==> src/rtl/core/pts_pkg.sv <==
// Shared constants, types and codes for the priority task slot scheduler.
// Used by every module under rtl/core; depends on nothing else.
`timescale 1ns / 1ps

package pts_pkg;

  // Table and stack sizes.
  localparam int SLOTS      = 64;
  localparam int NEST_DEPTH = 8;

  // Derived index and count widths.
  localparam int SLOT_IW = $clog2(SLOTS);
  localparam int NEST_IW = (NEST_DEPTH > 1) ? $clog2(NEST_DEPTH) : 1;
  localparam int NEST_CW = $clog2(NEST_DEPTH + 1);

  // Field widths.
  localparam int HANDLE_W   = 16;
  localparam int ARG_W      = 32;
  localparam int PRIO_W     = 8;
  localparam int LEVEL_W    = 9;
  localparam int OUT_SLOT_W = 6;
  localparam int KIND_W     = 2;
  localparam int STATUS_W   = 3;

  // Stream widths.
  localparam int IN_TDATA_W  = 56;
  localparam int OUT_TDATA_W = 72;

  // Item kinds carried in the input tuser.
  typedef enum logic [KIND_W-1:0] {
    KIND_ADD      = 2'd0,
    KIND_DISPATCH = 2'd1,
    KIND_FINISH   = 2'd2
  } kind_t;

  // Result status codes carried in the output tuser.
  typedef enum logic [STATUS_W-1:0] {
    ST_ADDED       = 3'd0,
    ST_FULL        = 3'd1,
    ST_DISPATCHED  = 3'd2,
    ST_NONE        = 3'd3,
    ST_FINISHED    = 3'd4,
    ST_IDLE_FINISH = 3'd5,
    ST_NEST_FULL   = 3'd6
  } status_t;

  // One stored task.
  typedef struct packed {
    logic [HANDLE_W-1:0] handle;
    logic [ARG_W-1:0]    arg;
    logic [PRIO_W-1:0]   level;
  } slot_data_t;

  // Write-side controls of the slot memory.
  typedef struct packed {
    logic               wr_en;   // store data and mark the slot busy
    logic               clr_en;  // mark the slot free
    logic [SLOT_IW-1:0] idx;
    slot_data_t         data;
  } slot_wr_t;

  // Controls of the nesting stack.
  typedef struct packed {
    logic                      push;
    logic                      pop;
    logic signed [LEVEL_W-1:0] push_level;  // new running level on push
  } nest_ctrl_t;

endpackage

==> src/rtl/core/priority_task_slot_scheduler.sv <==
// Top level of the priority task slot scheduler: sequencer, scan and result register.
// Depends on pts_pkg, pts_slot_mem and pts_nest_stack.
`timescale 1ns / 1ps

// Usage
// The input stream carries one transaction per scheduler event: in_tuser holds the
// kind (add, dispatch, finish) and in_tdata the task handle, argument and priority.
// Kind code 3 is accepted and dropped without a result. Every other transaction
// gives exactly one result transaction: out_tuser holds the status and out_tdata
// the handle, argument, priority, slot and running level after the event.
// Add and dispatch scan the whole slot memory, one entry per cycle through its single
// read port; an add or dispatch passes from acceptance through the scan, drain and
// commit steps into the output register. A finish touches only the nesting stack and
// goes from acceptance straight to its commit step. in_tready is high only between
// events, so a new event is taken only after the last one has committed.
// The result sits in an output register: while the receiver stalls, the next event
// is still accepted and worked on, and it waits only at its commit step until the
// held result is taken.
// After reset every slot is free, the nesting stack is empty and the running level
// is minus one (idle); no clearing pass is needed.

module priority_task_slot_scheduler
  import pts_pkg::*;
(
  input  logic                   clk,
  input  logic                   rst_n,
  input  logic                   in_tvalid,
  output logic                   in_tready,
  // [15:0] task_handle, [47:16] task_arg, [55:48] task_priority
  input  logic [IN_TDATA_W-1:0]  in_tdata,
  // [1:0] kind
  input  logic [KIND_W-1:0]      in_tuser,
  output logic                   out_tvalid,
  input  logic                   out_tready,
  // [15:0] out_handle, [47:16] out_arg, [55:48] out_priority, [61:56] out_slot,
  // [70:62] running_level, [71] zero
  output logic [OUT_TDATA_W-1:0] out_tdata,
  // [2:0] status
  output logic [STATUS_W-1:0]    out_tuser
);

  typedef enum logic [1:0] {
    S_IDLE,
    S_SCAN,
    S_DRAIN,
    S_DONE
  } state_t;

  state_t state_r, state_nxt;

  // Latched item.
  kind_t               kind_r;
  logic [HANDLE_W-1:0] handle_r;
  logic [ARG_W-1:0]    arg_r;
  logic [PRIO_W-1:0]   prio_r;

  // Scan address and the registered read stage that trails it.
  logic [SLOT_IW-1:0] scan_idx_r;
  logic               rd_vld_r;
  logic [SLOT_IW-1:0] rd_idx_r;
  slot_data_t         rd_data;
  logic               rd_busy;

  // Scan results.
  logic               free_found_r;
  logic [SLOT_IW-1:0] free_idx_r;
  logic               best_found_r;
  logic [SLOT_IW-1:0] best_idx_r;
  slot_data_t         best_r;

  // Output register.
  logic                   out_tvalid_r;
  logic [OUT_TDATA_W-1:0] out_tdata_r;
  logic [STATUS_W-1:0]    out_tuser_r;

  slot_wr_t                  slot_wr;
  nest_ctrl_t                nest_ctrl;
  logic signed [LEVEL_W-1:0] running;
  logic signed [LEVEL_W-1:0] nest_top;
  logic                      nest_empty;
  logic                      nest_full;

  logic                      in_fire;
  logic                      commit;
  logic                      eligible;
  status_t                   res_status;
  logic [HANDLE_W-1:0]       res_handle;
  logic [ARG_W-1:0]          res_arg;
  logic [PRIO_W-1:0]         res_prio;
  logic [SLOT_IW-1:0]        res_slot;
  logic signed [LEVEL_W-1:0] res_level;

  pts_slot_mem u_slot_mem (
    .clk       (clk),
    .rst_n     (rst_n),
    .rd_idx_i  (scan_idx_r),
    .rd_data_o (rd_data),
    .rd_busy_o (rd_busy),
    .wr_i      (slot_wr)
  );

  pts_nest_stack u_nest_stack (
    .clk       (clk),
    .rst_n     (rst_n),
    .ctrl_i    (nest_ctrl),
    .running_o (running),
    .top_o     (nest_top),
    .empty_o   (nest_empty),
    .full_o    (nest_full)
  );

  assign in_tready  = (state_r == S_IDLE);
  assign in_fire    = in_tvalid && in_tready;
  assign commit     = (state_r == S_DONE) && (!out_tvalid_r || out_tready);
  assign out_tvalid = out_tvalid_r;
  assign out_tdata  = out_tdata_r;
  assign out_tuser  = out_tuser_r;

  // The best task may run only above the current running level.
  assign eligible = best_found_r && ($signed({1'b0, best_r.level}) > running);

  // Result of the event and the state updates it makes at commit.
  always_comb begin
    res_status = ST_NONE;
    res_handle = '0;
    res_arg    = '0;
    res_prio   = '0;
    res_slot   = '0;
    res_level  = running;
    slot_wr    = '0;
    nest_ctrl  = '0;
    case (kind_r)
      KIND_ADD: begin
        if (free_found_r) begin
          res_status   = ST_ADDED;
          res_slot     = free_idx_r;
          slot_wr.wr_en       = commit;
          slot_wr.idx         = free_idx_r;
          slot_wr.data.handle = handle_r;
          slot_wr.data.arg    = arg_r;
          slot_wr.data.level  = prio_r;
        end else begin
          res_status = ST_FULL;
        end
      end
      KIND_DISPATCH: begin
        if (!eligible) begin
          res_status = ST_NONE;
        end else if (nest_full) begin
          res_status = ST_NEST_FULL;
        end else begin
          res_status = ST_DISPATCHED;
          res_handle = best_r.handle;
          res_arg    = best_r.arg;
          res_prio   = best_r.level;
          res_slot   = best_idx_r;
          res_level  = $signed({1'b0, best_r.level});
          slot_wr.clr_en       = commit;
          slot_wr.idx          = best_idx_r;
          nest_ctrl.push       = commit;
          nest_ctrl.push_level = $signed({1'b0, best_r.level});
        end
      end
      KIND_FINISH: begin
        if (nest_empty) begin
          res_status = ST_IDLE_FINISH;
        end else begin
          res_status    = ST_FINISHED;
          res_level     = nest_top;
          nest_ctrl.pop = commit;
        end
      end
      default: begin
        res_status = ST_NONE;
      end
    endcase
  end

  // Sequencer next state.
  always_comb begin
    state_nxt = state_r;
    case (state_r)
      S_IDLE: begin
        if (in_fire) begin
          if (kind_t'(in_tuser) == KIND_ADD || kind_t'(in_tuser) == KIND_DISPATCH) begin
            state_nxt = S_SCAN;
          end else if (kind_t'(in_tuser) == KIND_FINISH) begin
            state_nxt = S_DONE;
          end
        end
      end
      S_SCAN: begin
        if (scan_idx_r == SLOT_IW'(SLOTS - 1)) begin
          state_nxt = S_DRAIN;
        end
      end
      S_DRAIN: begin
        state_nxt = S_DONE;
      end
      S_DONE: begin
        if (commit) begin
          state_nxt = S_IDLE;
        end
      end
      default: begin
        state_nxt = S_IDLE;
      end
    endcase
  end

  // State, read-stage control and the output register.
  always_ff @(posedge clk) begin
    if (!rst_n) begin
      state_r      <= S_IDLE;
      rd_vld_r     <= 1'b0;
      out_tvalid_r <= 1'b0;
    end else begin
      state_r  <= state_nxt;
      rd_vld_r <= (state_r == S_SCAN);
      if (commit) begin
        out_tvalid_r <= 1'b1;
      end else if (out_tready) begin
        out_tvalid_r <= 1'b0;
      end
    end
  end

  // Result payload.
  always_ff @(posedge clk) begin
    if (commit) begin
      out_tuser_r <= res_status;
      out_tdata_r <= {1'b0, res_level, OUT_SLOT_W'(res_slot), res_prio, res_arg, res_handle};
    end
  end

  // Item latch and scan address.
  always_ff @(posedge clk) begin
    if (in_fire) begin
      kind_r     <= kind_t'(in_tuser);
      handle_r   <= in_tdata[15:0];
      arg_r      <= in_tdata[47:16];
      prio_r     <= in_tdata[55:48];
      scan_idx_r <= '0;
    end else if (state_r == S_SCAN) begin
      scan_idx_r <= scan_idx_r + 1'b1;
    end
    rd_idx_r <= scan_idx_r;
  end

  // Scan: first free slot, and the busy slot with the highest level
  // where the lowest index wins ties.
  always_ff @(posedge clk) begin
    if (in_fire) begin
      free_found_r <= 1'b0;
      best_found_r <= 1'b0;
    end else if (rd_vld_r) begin
      if (!rd_busy && !free_found_r) begin
        free_found_r <= 1'b1;
        free_idx_r   <= rd_idx_r;
      end
      if (rd_busy && (!best_found_r || rd_data.level > best_r.level)) begin
        best_found_r <= 1'b1;
        best_idx_r   <= rd_idx_r;
        best_r       <= rd_data;
      end
    end
  end

  // A dispatched task's priority becomes the running level it reports.
  a_dispatch_level: assert property (@(posedge clk) disable iff (!rst_n)
    (out_tvalid_r && out_tuser_r == ST_DISPATCHED)
      |-> (out_tdata_r[70:62] == {1'b0, out_tdata_r[55:48]}))
    else $error("dispatched priority differs from running level");

  // The read stage only runs during a scan.
  a_read_in_scan: assert property (@(posedge clk) disable iff (!rst_n)
    rd_vld_r |-> (state_r == S_SCAN || state_r == S_DRAIN))
    else $error("slot read data arrived outside a scan");

  // Nothing commits without a scan having finished or a finish item.
  a_commit_kind: assert property (@(posedge clk) disable iff (!rst_n)
    (state_r == S_DONE) |-> !rd_vld_r)
    else $error("commit while slot reads still in flight");

endmodule

==> src/rtl/core/pts_slot_mem.sv <==
// Slot table: task data in a synchronous memory plus per-slot busy flags.
// Depends on pts_pkg.
`timescale 1ns / 1ps

module pts_slot_mem
  import pts_pkg::*;
(
  input  logic               clk,
  input  logic               rst_n,
  input  logic [SLOT_IW-1:0] rd_idx_i,
  output slot_data_t         rd_data_o,
  output logic               rd_busy_o,
  input  slot_wr_t           wr_i
);

  slot_data_t mem_r [SLOTS];
  logic [SLOTS-1:0] busy_r;

  // Task data: one write port, one registered read port.
  always_ff @(posedge clk) begin
    if (wr_i.wr_en) begin
      mem_r[wr_i.idx] <= wr_i.data;
    end
    rd_data_o <= mem_r[rd_idx_i];
  end

  // Busy flags are cleared at reset so that every slot starts free.
  always_ff @(posedge clk) begin
    if (!rst_n) begin
      busy_r    <= '0;
      rd_busy_o <= 1'b0;
    end else begin
      rd_busy_o <= busy_r[rd_idx_i];
      if (wr_i.wr_en) begin
        busy_r[wr_i.idx] <= 1'b1;
      end else if (wr_i.clr_en) begin
        busy_r[wr_i.idx] <= 1'b0;
      end
    end
  end

  // A new task only goes into a free slot, and only a busy slot is freed.
  a_wr_free: assert property (@(posedge clk) disable iff (!rst_n)
    wr_i.wr_en |-> !busy_r[wr_i.idx])
    else $error("task written into a busy slot");

  a_clr_busy: assert property (@(posedge clk) disable iff (!rst_n)
    wr_i.clr_en |-> busy_r[wr_i.idx])
    else $error("free slot released again");

endmodule

==> src/rtl/core/pts_nest_stack.sv <==
// Running priority and the stack of preempted priorities.
// Depends on pts_pkg.
`timescale 1ns / 1ps

module pts_nest_stack
  import pts_pkg::*;
(
  input  logic                      clk,
  input  logic                      rst_n,
  input  nest_ctrl_t                ctrl_i,
  output logic signed [LEVEL_W-1:0] running_o,
  output logic signed [LEVEL_W-1:0] top_o,
  output logic                      empty_o,
  output logic                      full_o
);

  logic signed [LEVEL_W-1:0] stack_r [NEST_DEPTH];
  logic signed [LEVEL_W-1:0] running_r;
  logic [NEST_CW-1:0]        count_r;
  logic [NEST_IW-1:0]        top_idx;
  logic [NEST_IW-1:0]        push_idx;

  assign top_idx  = NEST_IW'(count_r - 1'b1);
  assign push_idx = NEST_IW'(count_r);

  assign running_o = running_r;
  assign top_o     = stack_r[top_idx];
  assign empty_o   = (count_r == '0);
  assign full_o    = (count_r == NEST_CW'(NEST_DEPTH));

  // Saved levels hold data only below the fill count.
  always_ff @(posedge clk) begin
    if (ctrl_i.push) begin
      stack_r[push_idx] <= running_r;
    end
  end

  // Fill count and running level; idle is minus one.
  always_ff @(posedge clk) begin
    if (!rst_n) begin
      running_r <= -9'sd1;
      count_r   <= '0;
    end else if (ctrl_i.push) begin
      running_r <= ctrl_i.push_level;
      count_r   <= count_r + 1'b1;
    end else if (ctrl_i.pop) begin
      running_r <= stack_r[top_idx];
      count_r   <= count_r - 1'b1;
    end
  end

  a_no_push_full: assert property (@(posedge clk) disable iff (!rst_n)
    ctrl_i.push |-> !full_o)
    else $error("push onto a full nesting stack");

  a_no_pop_empty: assert property (@(posedge clk) disable iff (!rst_n)
    ctrl_i.pop |-> !empty_o && !ctrl_i.push)
    else $error("pop from an empty stack or together with a push");

endmodule

==> config.mk <==
export PLATFORM = sky130hd
export DESIGN_NAME = priority_task_slot_scheduler
export DESIGN_NICKNAME = d
export VERILOG_FILES = /design/src/rtl/core/pts_pkg.sv /design/src/rtl/core/priority_task_slot_scheduler.sv /design/src/rtl/core/pts_slot_mem.sv /design/src/rtl/core/pts_nest_stack.sv
export SDC_FILE = /design/constraint.sdc
export NUM_CORES = 2
export LEC_CHECK = 0
export BUFFER_PORTS_ARGS = -buffer_cell sky130_fd_sc_hd__buf_2
export CORE_MARGIN = 1
export CORE_UTILIZATION = 55
export DETAILED_ROUTE_END_ITERATION = 10
export GPL_TIMING_DRIVEN = 1
export PLACE_DENSITY = 0.71
export SKIP_CTS_REPAIR_TIMING = 1
export SLEW_MARGIN = 5
export SYNTH_ARGS = -nofsm -noshare
export SYNTH_HDL_FRONTEND = slang
export SYNTH_HIERARCHICAL = 1
export SYNTH_SLANG_ARGS = --single-unit
export TNS_END_PERCENT = 1
==> constraint.sdc <==
create_clock -name clk -period 8.4 [get_ports clk]
set_input_delay 1.68 -clock clk [delete_from_list [all_inputs] [get_ports clk]]
set_output_delay 1.68 -clock clk [all_outputs]
set_load 0.05 [all_outputs]
==> results.cfg <==
[global_route]
busiest_layer = met2
globalRouteMet1Util = 0.4088
use_met2 = 0.4383
grtUsageMet3 = 0.07137
grt_overflow = 0
grt_max_degree = 130
grtUsageTotal = 0.2881
grt_pass1_wl_mm = 562.4
grt_antenna_before_repair = 54
grt_pass1_vias = 74352

[clock_network]
clock_latency_ns = 0.97
cts_tree = yes
clock-root-buffer = clkbuf_16
cts.htree.levels = 5
cts_made_buffers = 394
clock-sinks = 4008
cts_max_path_buffers = 4
clk_pin_slew_ns = 0.06

[setup_path]
path_class = reg -> reg
rr_startpoint = u_nest_stack/running_o[3]$_SDFFE_PN1P_
start_kind = register
rrSetupSlack_ns = 2.24
worstPathMaxFanout = 32
rr_endpoint = u_slot_mem/mem_r[13][19]$_DFFE_PP_
worstPathRequired_ns = 8.92
end_kind = register
reg2regPathDepth = 10
endpoint = u_slot_mem/mem_r[13][19]$_DFFE_PP_
crit_start = u_nest_stack/running_o[3]$_SDFFE_PN1P_
crit_arrival_ns = 6.68

[yosys]
yosysMostFrequentCell = edfxtp_1
synth_top_family_by_area = multiplexers
synth_xor_area_frac = 0.0005629
synthMuxAreaShare = 0.1375
synth-async-reset-ratio = 0
synth_compound_area_frac = 0.04012
yosys_warnings = 6
postSynthCellCount = 6911
synth_cell_types = 64
synth_area_leaders = edfxtp_1 (77%), mux4_2 (13%), dfxtp_1 (2.0%)
synth_area_mm2 = 0.1511
synthAdderAreaFrac = 0.002235
synth-seq-cells = 4008
synth-seq-area-share = 0.7862
synth_top_area_frac = 0.7661
synth_area_per_cell_um2 = 21.87
synthSimpleGateAreaFrac = 0.01975
synth_common_cells = edfxtp_1 (3,856), mux4_2 (844), a22oi_1 (323)
synth_top_cell_by_area = edfxtp_1
synth-edff-count = 3856
synthFlopType = edfxtp_1

[sta]
slew_violations = 0
rsz0062_at_grt = no
tns_ns = 0
timing.final.crit_share = 0.7330
setup_viol = 0
fmax_mhz = 162.4
slew_headroom = 0.1146
hold_ws_ns = 0.4032
hold_viol = 0
fin_crit_ns = 6.157
worst_pin_slew_ns = 1.328
setup_ws_ns = 2.243
clock_skew_ns = 0.08672

[status]
status = finished, final reports clean

[route]
drt_pre_antenna_iters = 6
via_per_inst = 6.772
drc = 0
drt_wl_total_mm = 399.1
vias = 75898
wire_per_inst_um = 35.61
drt_iter0_markers = 12044
ant_nets = 0

[floorplan]
die_x_um = 526.2
die_h_um = 526.2
design.die.area_mm2 = 0.2769
coreArea_mm2 = 0.2734
rows = 192
ios = 139
initial_utilization = 0.5529

[placement]
dp_slack_ns = 2.467
io_buffer_count = 137
place_hpwl_mm = 236.0
globalplace.congestion = 0.8845

[worst_hold_path]
worstHoldPathType = reg -> reg
hp-start = u_slot_mem/rd_data_o[52]$_DFF_P_

[cells_and_area]
area_growth_pct = 12.44
drive_above_1_share = 0.2519
fillers = 17958
final_util = 0.6216
nets = 7355

[run]
drv_cap = 0

[power_and_ir_drop]
p_leak_nw = 53.87
peakVddDrop_uv = 199.3
power_density_mw_per_mm2 = 277.0
## sequential cells by signal, indices dropped and copies added (netlist names), 9 cells and up, named ones only
signal / count
arg_r: 32
out_tdata: 71
handle_r: 16
u_slot_mem/rd_data_o: 56
u_nest_stack/running_o: 9
best_r: 56
u_nest_stack/stack_r: 72
u_slot_mem/mem_r: 3584
## worst min path at each step
| stage | endpoint | slack, ns | depth (start not counted) |
|---|---|---|---|
| detailed placement | best_r[52]$_DFFE_PP_ | 0.39 | 0 |
| global placement | best_r[47]$_DFFE_PP_ | 0.39 | 0 |
| CTS | best_r[52]$_DFFE_PP_ | 0.40 | 0 |
| finish | best_r[52]$_DFFE_PP_ | 0.40 | 0 |
| global route | best_r[52]$_DFFE_PP_ | 0.41 | 0 |
| floorplan | rd_idx_r[1]$_DFF_P_ | 0.38 | 0 |
## stage by stage
step	power (mW)	cells	instance area [um2]
floorplan	27.85	6912	151100
global placement	29.96	10459	157200
detailed placement	30.05	10459	157200
CTS	47.22	11182	169900
global route	48.33	11196	169900
finish	47.07	11208	169900
## where the power goes
part	switching, mW	internal (mW)
registers	0.219	22.3
logic	4.17	2.97
clock network	7.43	9.97
total	11.8	35.3
## layer usage
| metal | vias up | routed length (um) |
|---|---|---|
| met2 | 5336 | 185900 |
| met5 | - | 177 |
| met4 | 28 | 15680 |
| met1 | 39926 | 145500 |
| met3 | 664 | 51880 |
| li1 | 29944 | - |
## cells in the final DEF, fill, tap and decap left out, types with 69 or more instances in the layout
master / count
clkbuf_16: 402
clkinv_1: 80
o21a_1: 131
clkinv_2: 76
mux4_2: 844
buf_2: 137
a22o_1: 93
clkbuf_1: 83
nor2_4: 69
dfxtp_1: 146
buf_4: 201
a22oi_1: 323
nand2_1: 89
a21oi_1: 81
nand3_1: 118
mux2i_1: 157
edfxtp_1: 3856
## logic make-up (layout without fill, tap and decap cells)
group / count (synthesis) / after routing
DFF: 4008 / 4008
muxes: 1009 / 1009
AOI/OAI and AO/OA: 846 / 846
and+or+nand+nor: 566 / 566
buffers and inverters: 446 / 1127
adders and majority gates: 27 / 27
xor gates and xnor gates: 8 / 8
other: 1 / 28
## worst max-delay path: stages, from the launching register on
cell     delay [ns]
dfxtp_1        0.54
inv_1          0.09
ha_1           0.32
nand2_1        0.10
or4_1          0.52
o311a_1        0.36
nor2_4         0.79
a22o_1         0.50
nand3_1        0.71
nor2_4         1.10
buf_4          0.58
## area by class of cell
class / count / area (um2) / area share
Sequential cell: 4008 / 118900 / 0.6994
Multi-Input combinational cell: 2458 / 31000 / 0.1824
Clock buffer: 500 / 10580 / 0.06224
Tap cell: 3589 / 4491 / 0.02642
Timing Repair Buffer: 361 / 2655 / 0.01562
Clock inverter: 223 / 2141 / 0.01260
Inverter: 43 / 163.9 / 0.0009645
Antenna cell: 26 / 65.06 / 0.0003829
(Power assumes the default switching activity.)
